==> config.mk <==
export PLATFORM = sky130hd
export DESIGN_NAME = omni_wheel_drive_mixer
export DESIGN_NICKNAME = d
export VERILOG_FILES = /design/src/owdm_pkg.sv /design/src/owdm_front.sv /design/src/owdm_queue.sv /design/src/owdm_back.sv /design/src/omni_wheel_drive_mixer.sv
export SDC_FILE = /design/constraint.sdc
export NUM_CORES = 1
export LEC_CHECK = 0
export ABC_CLOCK_PERIOD_IN_PS = 26700
export BUFFER_PORTS_ARGS = -buffer_cell sky130_fd_sc_hd__clkbuf_2
export CAP_MARGIN = 25
export CORE_ASPECT_RATIO = 0.8
export CORE_MARGIN = 2
export CORE_UTILIZATION = 65
export CTS_BUF_LIST = sky130_fd_sc_hd__clkbuf_2
export DETAILED_ROUTE_END_ITERATION = 10
export PLACE_DENSITY = 0.84
export SLEW_MARGIN = 20
export SYNTH_ARGS = -nofsm -noshare
export SYNTH_HDL_FRONTEND = slang
export SYNTH_SLANG_ARGS = --single-unit
==> constraint.sdc <==
create_clock -name clk_i -period 26.7 [get_ports clk_i]
set_input_delay 1.335 -clock clk_i [delete_from_list [all_inputs] [get_ports clk_i]]
set_output_delay 1.335 -clock clk_i [all_outputs]
set_load 0.1 [all_outputs]
==> src/owdm_pkg.sv <==
// Shared types, constants and the Q1.15 sine table for the omni wheel drive mixer.
// No dependencies; imported by every module of the block.
`timescale 1ns / 1ps

package owdm_pkg;

  localparam int unsigned DUTY_LIMIT  = 65535;
  localparam int unsigned QUEUE_DEPTH = 2;
  localparam int unsigned QPTR_W      = (QUEUE_DEPTH > 1) ? $clog2(QUEUE_DEPTH) : 1;
  localparam int unsigned NUM_WHEELS  = 4;

  // op codes as they arrive on the input
  localparam logic [2:0] OP_WHEELS_CORR   = 3'd0;
  localparam logic [2:0] OP_WHEELS_UNCORR = 3'd1;
  localparam logic [2:0] OP_MOVE_CORR     = 3'd2;
  localparam logic [2:0] OP_MOVE_UNCORR   = 3'd3;

  typedef enum logic [1:0] {
    KIND_WHEELS = 2'd0,
    KIND_MOVE   = 2'd1,
    KIND_BRAKE  = 2'd2
  } kind_e;

  // back end sequencer
  typedef enum logic [4:0] {
    S_IDLE = 5'b00001,
    S_COS  = 5'b00010,
    S_SIN  = 5'b00100,
    S_MIX  = 5'b01000,
    S_EMIT = 5'b10000
  } state_e;

  // classified command, front to back
  typedef struct packed {
    kind_e             kind;
    logic              corrected;
    logic [8:0]        angle_deg;   // 0..359
    logic [7:0]        speed;
    logic signed [7:0] corr;        // -100..100
    logic [3:0][8:0]   cmd;         // signed wheel commands, index 0 = left front
  } cmd_t;

  typedef struct packed {
    logic        neg;
    logic [15:0] mag;
  } trig_t;

  localparam logic [15:0] SIN_Q15 [91] = '{
    16'd0,     16'd572,   16'd1144,  16'd1715,  16'd2286,  16'd2856,  16'd3425,
    16'd3993,  16'd4560,  16'd5126,  16'd5690,  16'd6252,  16'd6813,  16'd7371,
    16'd7927,  16'd8481,  16'd9032,  16'd9580,  16'd10126, 16'd10668, 16'd11207,
    16'd11743, 16'd12275, 16'd12803, 16'd13328, 16'd13848, 16'd14365, 16'd14876,
    16'd15384, 16'd15886, 16'd16384, 16'd16877, 16'd17364, 16'd17847, 16'd18324,
    16'd18795, 16'd19261, 16'd19720, 16'd20174, 16'd20622, 16'd21063, 16'd21498,
    16'd21926, 16'd22348, 16'd22763, 16'd23170, 16'd23571, 16'd23965, 16'd24351,
    16'd24730, 16'd25102, 16'd25466, 16'd25822, 16'd26170, 16'd26510, 16'd26842,
    16'd27166, 16'd27482, 16'd27789, 16'd28088, 16'd28378, 16'd28660, 16'd28932,
    16'd29197, 16'd29452, 16'd29698, 16'd29935, 16'd30163, 16'd30382, 16'd30592,
    16'd30792, 16'd30983, 16'd31164, 16'd31336, 16'd31499, 16'd31651, 16'd31795,
    16'd31928, 16'd32052, 16'd32166, 16'd32270, 16'd32365, 16'd32449, 16'd32524,
    16'd32588, 16'd32643, 16'd32688, 16'd32723, 16'd32748, 16'd32763, 16'd32768
  };

  // sine of a whole degree in 0..359, folded onto the first quadrant
  function automatic trig_t sin_deg(input logic [8:0] deg);
    trig_t      r;
    logic [8:0] idx;
    begin
      if (deg <= 9'd90) begin
        idx   = deg;
        r.neg = 1'b0;
      end else if (deg <= 9'd180) begin
        idx   = 9'd180 - deg;
        r.neg = 1'b0;
      end else if (deg <= 9'd270) begin
        idx   = deg - 9'd180;
        r.neg = 1'b1;
      end else begin
        idx   = 9'd360 - deg;
        r.neg = 1'b1;
      end
      r.mag = SIN_Q15[idx[6:0]];
      return r;
    end
  endfunction

endpackage

==> src/owdm_front.sv <==
// Front end: decodes the op and reduces heading and angle for the back end.
// Depends on owdm_pkg.
`timescale 1ns / 1ps

module owdm_front import owdm_pkg::*; (
  input  logic [2:0]      op_i,
  input  logic [10:0]     angle_i,
  input  logic [7:0]      speed_i,
  input  logic [8:0]      heading_i,
  input  logic            look_back_i,
  input  logic [3:0][8:0] cmd_i,
  output cmd_t            cmd_o
);

  logic signed [10:0] c;
  logic signed [11:0] a;

  always_comb begin
    // heading correction: rear reference, single wrap, clamp to +-100
    c = $signed({{2{heading_i[8]}}, heading_i}) + (look_back_i ? 11'sd180 : 11'sd0);
    if (c > 11'sd180) begin
      c = c - 11'sd360;
    end else if (c < -11'sd180) begin
      c = c + 11'sd360;
    end
    if (c > 11'sd100) begin
      c = 11'sd100;
    end else if (c < -11'sd100) begin
      c = -11'sd100;
    end

    // travel angle: single wrap, then reduce into 0..359
    a = $signed({angle_i[10], angle_i});
    if (a > 12'sd360) begin
      a = a - 12'sd360;
    end else if (a < 12'sd0) begin
      a = a + 12'sd360;
    end
    if (a < 12'sd0) begin
      a = a + 12'sd360;
    end
    if (a < 12'sd0) begin
      a = a + 12'sd360;
    end
    if (a >= 12'sd360) begin
      a = a - 12'sd360;
    end

    cmd_o.angle_deg = a[8:0];
    cmd_o.corr      = c[7:0];
    cmd_o.speed     = speed_i;
    cmd_o.cmd       = cmd_i;

    case (op_i)
      OP_WHEELS_CORR: begin
        cmd_o.kind      = KIND_WHEELS;
        cmd_o.corrected = 1'b1;
      end
      OP_WHEELS_UNCORR: begin
        cmd_o.kind      = KIND_WHEELS;
        cmd_o.corrected = 1'b0;
      end
      OP_MOVE_CORR: begin
        cmd_o.kind      = KIND_MOVE;
        cmd_o.corrected = 1'b1;
      end
      OP_MOVE_UNCORR: begin
        cmd_o.kind      = KIND_MOVE;
        cmd_o.corrected = 1'b0;
      end
      default: begin
        cmd_o.kind      = KIND_BRAKE;
        cmd_o.corrected = 1'b0;
      end
    endcase
  end

endmodule

==> src/owdm_queue.sv <==
// Small FIFO of classified commands between front and back end.
// Depends on owdm_pkg.
`timescale 1ns / 1ps

module owdm_queue import owdm_pkg::*; (
  input  logic clk_i,
  input  logic rst_ni,
  input  logic push_i,
  input  cmd_t data_i,
  output logic full_o,
  input  logic pop_i,
  output logic valid_o,
  output cmd_t data_o
);

  cmd_t            entries_q [QUEUE_DEPTH];
  logic [QPTR_W-1:0] wr_ptr_q, rd_ptr_q;
  logic [QPTR_W:0]   count_q;

  function automatic logic [QPTR_W-1:0] ptr_next(input logic [QPTR_W-1:0] p);
    begin
      if (p == QPTR_W'(QUEUE_DEPTH - 1)) begin
        return '0;
      end
      return p + QPTR_W'(1);
    end
  endfunction

  assign full_o  = (count_q == (QPTR_W + 1)'(QUEUE_DEPTH));
  assign valid_o = (count_q != '0);
  assign data_o  = entries_q[rd_ptr_q];

  always_ff @(posedge clk_i) begin
    if (push_i) begin
      entries_q[wr_ptr_q] <= data_i;
    end
  end

  always_ff @(posedge clk_i or negedge rst_ni) begin
    if (!rst_ni) begin
      wr_ptr_q <= '0;
      rd_ptr_q <= '0;
      count_q  <= '0;
    end else begin
      if (push_i) begin
        wr_ptr_q <= ptr_next(wr_ptr_q);
      end
      if (pop_i) begin
        rd_ptr_q <= ptr_next(rd_ptr_q);
      end
      if (push_i && !pop_i) begin
        count_q <= count_q + (QPTR_W + 1)'(1);
      end else if (pop_i && !push_i) begin
        count_q <= count_q - (QPTR_W + 1)'(1);
      end
    end
  end

endmodule

==> src/owdm_back.sv <==
// Back end: trig products, wheel mixing, scaling and H-bridge pin/duty output.
// Holds the per-wheel held duty and the output register. Depends on owdm_pkg.
`timescale 1ns / 1ps

module owdm_back import owdm_pkg::*; (
  input  logic        clk_i,
  input  logic        rst_ni,
  input  logic        q_valid_i,
  input  cmd_t        q_data_i,
  output logic        q_pop_o,
  output logic        out_valid_o,
  input  logic        out_ready_i,
  output logic [71:0] out_data_o
);

  state_e             state_q, state_d;
  cmd_t               item_q;
  logic signed [9:0]  x_q, y_q;
  logic signed [10:0] wheel_q [NUM_WHEELS];
  logic signed [10:0] wheel_d [NUM_WHEELS];
  logic [15:0]        held_q  [NUM_WHEELS];
  logic [15:0]        held_d  [NUM_WHEELS];
  logic               out_valid_q;
  logic [71:0]        out_data_q;
  logic [71:0]        out_data_d;
  logic               load;

  // one shared multiplier for cosine then sine
  logic [9:0]         cos_sum;
  logic [8:0]         cos_deg;
  logic [8:0]         trig_arg;
  trig_t              trig;
  logic [23:0]        prod;
  logic signed [9:0]  trig_val;

  always_comb begin
    cos_sum  = {1'b0, item_q.angle_deg} + 10'd90;
    cos_deg  = (cos_sum >= 10'd360) ? 9'(cos_sum - 10'd360) : cos_sum[8:0];
    trig_arg = (state_q == S_COS) ? cos_deg : item_q.angle_deg;
    trig     = sin_deg(trig_arg);
    prod     = {8'd0, item_q.speed} * {8'd0, trig.mag};
    // magnitude first, so the shift truncates toward zero
    trig_val = trig.neg ? -$signed({1'b0, prod[23:15]}) : $signed({1'b0, prod[23:15]});
  end

  // mixing plus heading correction
  logic signed [10:0] xs, ys, corr_ext;
  always_comb begin
    xs       = {x_q[9], x_q};
    ys       = {y_q[9], y_q};
    corr_ext = item_q.corrected ? {{3{item_q.corr[7]}}, item_q.corr} : 11'sd0;
    if (item_q.kind == KIND_MOVE) begin
      wheel_d[0] = xs + ys + corr_ext;
      wheel_d[1] = xs - ys + corr_ext;
      wheel_d[2] = -xs - ys + corr_ext;
      wheel_d[3] = ys - xs + corr_ext;
    end else begin
      for (int i = 0; i < NUM_WHEELS; i++) begin
        wheel_d[i] = $signed({{2{item_q.cmd[i][8]}}, item_q.cmd[i]}) + corr_ext;
      end
    end
  end

  // scale by 255, saturate, pins and duty
  logic [10:0] wmag;
  logic [17:0] scaled;
  logic [15:0] duty;
  logic        pin_pos;
  logic        pin_a, pin_b;
  always_comb begin
    out_data_d = '0;
    for (int i = 0; i < NUM_WHEELS; i++) begin
      wmag    = wheel_q[i][10] ? 11'(-wheel_q[i]) : 11'(wheel_q[i]);
      scaled  = {wmag[9:0], 8'd0} - {8'd0, wmag[9:0]};
      duty    = (scaled > 18'(DUTY_LIMIT)) ? 16'(DUTY_LIMIT) : scaled[15:0];
      pin_pos = (i >= 2);  // level of pin A when driving forward
      held_d[i] = held_q[i];
      if (item_q.kind == KIND_BRAKE) begin
        pin_a = 1'b1;
        pin_b = 1'b1;
      end else if (!wheel_q[i][10] && (wheel_q[i] != 11'sd0)) begin
        pin_a     = pin_pos;
        pin_b     = !pin_pos;
        held_d[i] = duty;
      end else if (wheel_q[i][10] || !item_q.corrected) begin
        pin_a     = !pin_pos;
        pin_b     = pin_pos;
        held_d[i] = duty;
      end else begin
        // zero wheel in a corrected op brakes and keeps its duty
        pin_a = 1'b1;
        pin_b = 1'b1;
      end
      out_data_d[i*18 +: 18] = {held_d[i], pin_b, pin_a};
    end
  end

  assign load    = (state_q == S_EMIT) && (!out_valid_q || out_ready_i);
  assign q_pop_o = (state_q == S_IDLE) && q_valid_i;

  always_comb begin
    state_d = state_q;
    case (state_q)
      S_IDLE: begin
        if (q_valid_i) begin
          case (q_data_i.kind)
            KIND_MOVE:   state_d = S_COS;
            KIND_WHEELS: state_d = S_MIX;
            default:     state_d = S_EMIT;
          endcase
        end
      end
      S_COS:   state_d = S_SIN;
      S_SIN:   state_d = S_MIX;
      S_MIX:   state_d = S_EMIT;
      S_EMIT:  if (load) state_d = S_IDLE;
      default: state_d = S_IDLE;
    endcase
  end

  always_ff @(posedge clk_i or negedge rst_ni) begin
    if (!rst_ni) begin
      state_q     <= S_IDLE;
      out_valid_q <= 1'b0;
      for (int i = 0; i < NUM_WHEELS; i++) begin
        held_q[i] <= '0;
      end
    end else begin
      state_q <= state_d;
      if (load) begin
        out_valid_q <= 1'b1;
        for (int i = 0; i < NUM_WHEELS; i++) begin
          held_q[i] <= held_d[i];
        end
      end else if (out_ready_i) begin
        out_valid_q <= 1'b0;
      end
    end
  end

  always_ff @(posedge clk_i) begin
    if (q_pop_o) begin
      item_q <= q_data_i;
    end
    if (state_q == S_COS) begin
      x_q <= trig_val;
    end
    if (state_q == S_SIN) begin
      y_q <= trig_val;
    end
    if (state_q == S_MIX) begin
      for (int i = 0; i < NUM_WHEELS; i++) begin
        wheel_q[i] <= wheel_d[i];
      end
    end
    if (load) begin
      out_data_q <= out_data_d;
    end
  end

  assign out_valid_o = out_valid_q;
  assign out_data_o  = out_data_q;

endmodule

==> src/omni_wheel_drive_mixer.sv <==
// Four-wheel omni drive mixer: top level, stream ports, front, queue and back end.
// Depends on owdm_pkg, owdm_front, owdm_queue and owdm_back.
// The back end sequencer takes one item at a time: cosine, sine, mix and emit
// for move commands, mix and emit for wheel commands, emit alone for brake, and
// it holds in emit while the result waits. Input transfers continue into a
// 2-entry queue while the back end works or the result waits. Reset clears held
// duties, the queue and the output valid; no clearing pass is needed.
`timescale 1ns / 1ps

module omni_wheel_drive_mixer import owdm_pkg::*; (
  input  logic        clk_i,
  input  logic        rst_ni,
  // slave side
  input  logic        s_axis_tvalid_i,
  output logic        s_axis_tready_o,
  // tdata, from bit 0: angle[10:0], speed[18:11], heading[27:19], look_back[28],
  // left_front_cmd[37:29], left_rear_cmd[46:38], right_rear_cmd[55:47],
  // right_front_cmd[64:56], zero fill [71:65]
  input  logic [71:0] s_axis_tdata_i,
  // tuser: op[2:0]
  input  logic [2:0]  s_axis_tuser_i,
  // master side
  output logic        m_axis_tvalid_o,
  input  logic        m_axis_tready_i,
  // tdata, from bit 0, per wheel in 18-bit slices (left_front, left_rear,
  // right_rear, right_front): pin_a, pin_b, duty[15:0]
  output logic [71:0] m_axis_tdata_o
);

  // field extraction
  logic [3:0][8:0] cmds;
  assign cmds[0] = s_axis_tdata_i[37:29];
  assign cmds[1] = s_axis_tdata_i[46:38];
  assign cmds[2] = s_axis_tdata_i[55:47];
  assign cmds[3] = s_axis_tdata_i[64:56];

  cmd_t front_cmd;
  cmd_t q_data;
  logic q_full;
  logic q_valid;
  logic q_pop;
  logic push;

  owdm_front u_front (
    .op_i        (s_axis_tuser_i),
    .angle_i     (s_axis_tdata_i[10:0]),
    .speed_i     (s_axis_tdata_i[18:11]),
    .heading_i   (s_axis_tdata_i[27:19]),
    .look_back_i (s_axis_tdata_i[28]),
    .cmd_i       (cmds),
    .cmd_o       (front_cmd)
  );

  // input transfer goes straight into the queue
  assign s_axis_tready_o = !q_full;
  assign push            = s_axis_tvalid_i && !q_full;

  owdm_queue u_queue (
    .clk_i   (clk_i),
    .rst_ni  (rst_ni),
    .push_i  (push),
    .data_i  (front_cmd),
    .full_o  (q_full),
    .pop_i   (q_pop),
    .valid_o (q_valid),
    .data_o  (q_data)
  );

  // back end owns the held duties and the output register
  owdm_back u_back (
    .clk_i       (clk_i),
    .rst_ni      (rst_ni),
    .q_valid_i   (q_valid),
    .q_data_i    (q_data),
    .q_pop_o     (q_pop),
    .out_valid_o (m_axis_tvalid_o),
    .out_ready_i (m_axis_tready_i),
    .out_data_o  (m_axis_tdata_o)
  );

  // the back end never pops an empty queue
  assert property (@(posedge clk_i) disable iff (!rst_ni) q_pop |-> q_valid)
    else $error("pop from empty command queue");

  // no bridge is ever left with both inputs low
  assert property (@(posedge clk_i) disable iff (!rst_ni)
    m_axis_tvalid_o |-> ((m_axis_tdata_o[0] || m_axis_tdata_o[1]) &&
                         (m_axis_tdata_o[18] || m_axis_tdata_o[19]) &&
                         (m_axis_tdata_o[36] || m_axis_tdata_o[37]) &&
                         (m_axis_tdata_o[54] || m_axis_tdata_o[55])))
    else $error("bridge pins both low on a result");

  // a push into an empty queue shows up as valid on the next cycle
  assert property (@(posedge clk_i) disable iff (!rst_ni)
    (push && !q_pop && !q_valid) |=> q_valid)
    else $error("pushed command not visible in queue");

endmodule

==> summary.md <==
| Metric | Value |
|---|---|
| Number of synthesized flops with an enable pin | `328` |
| Final period demand of the worst path | `13.32 ns` |
| Run status | `complete, no violations` |
| GRT Overall Usage | `0.303` |
| Worst hold slack | `0.330 ns` |
| Min-Delay Path Class | `in -> reg` |
| Critical Path End Type | `flip-flop` |
| Final period util | `0.499` |
| First DRT Iteration DRCs | `2,683` |
| Total die area | `47,000 µm²` |
| Final RePlAce weighted congestion | `0.958` |
| TNS Setup | `0 ns` |
| Commonest cells after routing, fill and taps aside | `sky130_fd_sc_hd__nand2_1 (360), sky130_fd_sc_hd__edfxtp_1 (328), sky130_fd_sc_hd__inv_1 (294)` |
| Setup Viol. Count Final | `0` |
| Final WL | `71,700 µm` |
| Number of fill cells | `3,244` |
| Ports | `153` |
| Post-synth top area cell | `sky130_fd_sc_hd__edfxtp_1` |
| Final std cell area, no fill | `31,700 µm²` |
| Most Used Layer, Global Route | `met2` |
| Buffer levels on the longest clock path | `3` |
| Worst path bufs/invs | `5` |
| Worst-Margin Slew | `1.03 ns` |
| Clock insertion delay at the later pin of the skew report | `1.23 ns` |
| Global-route met2 utilization | `0.462` |
| Number of synthesized register bits | `402` |
| Post-Syn Area per Cell | `9.87 µm²` |
| Count of cell types in the netlist | `105` |
| Ys async rst share | `0.184` |
| Max capacitance violation total | `0` |
| Largest clock skew in the final design | `0.124 ns` |
| Hold Vio Cnt, Final | `0` |
| Number of DRC violations after detailed routing | `0` |
| Initial cell density of the core | `0.660` |
| Via count | `23,300` |
| Height of the chip | `194 µm` |
| Post-synthesis cell count | `2,980` |
| Fmax | `0.0751 GHz` |
| Synth-to-Final Area Change | `7.88%` |
| CTS Buf Count | `96` |
| Total number of clock tree sinks | `402` |
| Htree depth | `3` |
| Pins over their slew limit | `0` |
| Number of optimization iterations in the first detailed-route pass | `8` |
| Net Count, Synth | `3,354` |
| Overflow left after global routing | `0` |
| Post-Place Cell Area | `30,700 µm²` |
| Final ANT Viol Nets | `0` |
| Setup repair after global routing missed its margin | `false` |
| Post-Route Utilization | `0.713` |
| Average vias per placed instance | `6.09` |
| Cts repair resizes | `0` |
| Global routing usage on met1 | `0.440` |
| Core Area | `44,500 µm²` |
| Die Span X | `242 µm` |
| Post-Syn Area | `29,400 µm²` |
| Critical-path maximum fanout | `17` |
| Global-route track usage on met3 | `0.0686` |
| Critical path's largest stage delay | `0.69 ns` |
| Req. time, crit path | `27.57 ns` |
| Clock transition time at the flip-flop clock pins of the worst setup and hold paths | `0.11 ns` |
| Global-route wire length before repair | `115,000 µm` |
| Largest net degree at the start of global routing | `97` |
| CTS tree | `yes` |
| Leading cell type in the layout, fill and taps excluded | `sky130_fd_sc_hd__nand2_1` |
| Critical Path Slowest Stage Cell | `sky130_fd_sc_hd__edfxtp_1` |
| Register area share after synthesis | `0.398` |
| Vias in the first global route | `22,700` |
| Total of buffers placed on input and output ports | `145` |
| HPWL Detailed | `52,500 µm` |
| Layout cell share with drive strength beyond 1 | `0.153` |
| Commonest register cell after synthesis | `sky130_fd_sc_hd__edfxtp_1` |
| Routed wire length per instance | `18.7 µm` |
| Critical path start-end classification | `reg -> reg` |
| Syn. warnings | `0` |
| Final net count | `3,513` |
| CTS root buffer | `sky130_fd_sc_hd__clkbuf_2` |
| Top cells by area, synth | `sky130_fd_sc_hd__edfxtp_1 (33%), sky130_fd_sc_hd__fa_1 (8.7%), sky130_fd_sc_hd__ha_1 (7.1%)` |
| Startpoint Class | `flip-flop` |
| Slew Limit Headroom | `0.314` |
| Number of placement rows | `69` |
| Arr. time, crit path | `14.19 ns` |
| Proportion of netlist area held by the largest area contributor | `0.335` |
| Initial antenna violation count | `2` |
| Cell type group with the largest total delay on the critical path | `adder cells` |
==> path summary, 6_finish.rpt <==
| path | start | to | slack, ns | cells past startpoint |
|---|---|---|---|---|
| worst max-delay path | u_back.item_q[53]$_DFFE_PP_ | u_back.y_q[9]$_DFFE_PP_ | 13.38 | 43 |
| worst min-delay path | s_axis_tdata_i[41] | u_queue.entries_q[0][12]$_DFFE_PP_ | 0.33 | 1 |
| worst max register to register | u_back.item_q[53]$_DFFE_PP_ | u_back.y_q[9]$_DFFE_PP_ | 13.38 | 43 |
| worst min register to register | u_back.held_q[41]$_DFFE_PN0P_ | u_back.held_q[41]$_DFFE_PN0P_ | 0.49 | 2 |
| max in group asynchronous | rst_ni | u_back.held_q[56]$_DFFE_PN0P_ | 24.92 | 3 |
| min in group asynchronous | rst_ni | u_back.out_valid_o$_DFFE_PN0P_ | 0.55 | 2 |
==> metrics by stage <==
step | worst slack (ns) | cells
2_1_floorplan | 16.05 | 2980
3_3_place_gp | 14.12 | 3640
3_5_place_dp | 13.84 | 3640
4_1_cts | 13.76 | 3822
5_1_grt | 12.65 | 3825
6_report | 13.38 | 3826
==> area by class of cell <==
| class | count | area, µm² | share of cell area |
|---|---|---|---|
| well taps | 603 | 754 | 0.0238 |
| diodes | 1 | 2.50 | 0.0000788 |
| flip-flops and latches | 402 | 11700 | 0.369 |
| repair buffers | 172 | 963 | 0.0304 |
| clock buffers | 148 | 741 | 0.0233 |
| inverters | 299 | 1120 | 0.0354 |
| clock inverters | 33 | 273 | 0.00859 |
| multi-input cells | 2168 | 16200 | 0.510 |
==> cells in the mapped netlist, types with 7 or more instances <==
cell / instances
sky130_fd_sc_hd__and3_1: 19
sky130_fd_sc_hd__inv_1: 296
sky130_fd_sc_hd__o31ai_1: 20
sky130_fd_sc_hd__o21bai_1: 30
sky130_fd_sc_hd__xor2_1: 91
sky130_fd_sc_hd__nand3b_1: 9
sky130_fd_sc_hd__or2_2: 10
sky130_fd_sc_hd__nand3_1: 30
sky130_fd_sc_hd__o21ai_0: 135
sky130_fd_sc_hd__nor2b_1: 15
sky130_fd_sc_hd__buf_1: 12
sky130_fd_sc_hd__mux2_2: 81
sky130_fd_sc_hd__nand4_1: 8
sky130_fd_sc_hd__a211oi_1: 15
sky130_fd_sc_hd__nor2_1: 221
sky130_fd_sc_hd__a21boi_0: 8
sky130_fd_sc_hd__nor3_1: 40
sky130_fd_sc_hd__mux2i_1: 15
sky130_fd_sc_hd__buf_2: 9
sky130_fd_sc_hd__a21oi_1: 226
sky130_fd_sc_hd__ha_1: 167
sky130_fd_sc_hd__dfrtp_1: 73
sky130_fd_sc_hd__a21o_1: 33
sky130_fd_sc_hd__o21a_1: 17
sky130_fd_sc_hd__o21ai_1: 8
sky130_fd_sc_hd__xnor2_1: 120
sky130_fd_sc_hd__edfxtp_1: 328
sky130_fd_sc_hd__clkbuf_1: 84
sky130_fd_sc_hd__a31oi_1: 27
sky130_fd_sc_hd__nor4_1: 16
sky130_fd_sc_hd__fa_1: 128
sky130_fd_sc_hd__o211ai_1: 28
sky130_fd_sc_hd__nand2_1: 360
sky130_fd_sc_hd__a22oi_1: 8
sky130_fd_sc_hd__or3_1: 22
sky130_fd_sc_hd__a211o_1: 8
sky130_fd_sc_hd__and2_1: 71
sky130_fd_sc_hd__o22ai_1: 13
sky130_fd_sc_hd__o311ai_0: 7
sky130_fd_sc_hd__nand2b_1: 32
sky130_fd_sc_hd__o22a_1: 7
==> cells by family (layout without fill, tap and decap cells) <==
group	Yosys count	in the layout	synth area share
AND/OR/NAND/NOR	893	893	0.142
AO/OA/AOI/OAI	672	672	0.149
buffers and inverters	410	652	0.0541
flip-flops	402	402	0.398
adder cells (fa/ha/maj)	295	295	0.158
XOR/XNOR	211	211	0.0628
multiplexers	97	97	0.0366
other	0	1	0
==> state kept, by name, indices dropped and copies added (netlist names) <==
| register | cells |
|---|---|
| u_back.out_data_o | 72 |
| u_queue.rd_ptr_q | 1 |
| u_back.wheel_q | 44 |
| u_back.x_q | 10 |
| u_queue.entries_q | 128 |
| u_queue.count_q | 2 |
| u_queue.wr_ptr_q | 1 |
| u_back.item_q | 64 |
| u_back.held_q | 64 |
| u_back.state_q | 5 |
| u_back.out_valid_o | 1 |
| u_back.y_q | 10 |
==> repair_timing <==
| action | in CTS | in global routing |
|---|---|---|
| setup buffers | 0 | 0 |
| endpoints found under the hold margin | 9 | 0 |
| hold buffers | 1 | 0 |
==> metal layers <==
metal,share of wire,wire [µm]
met1,0.43,30700
met2,0.45,32200
met3,0.10,7270
met4,0.022,1550
met5,0,0
Power is not shown: default switching activity piles up to over one toggle a cycle in this logic, so the estimate is an artifact.
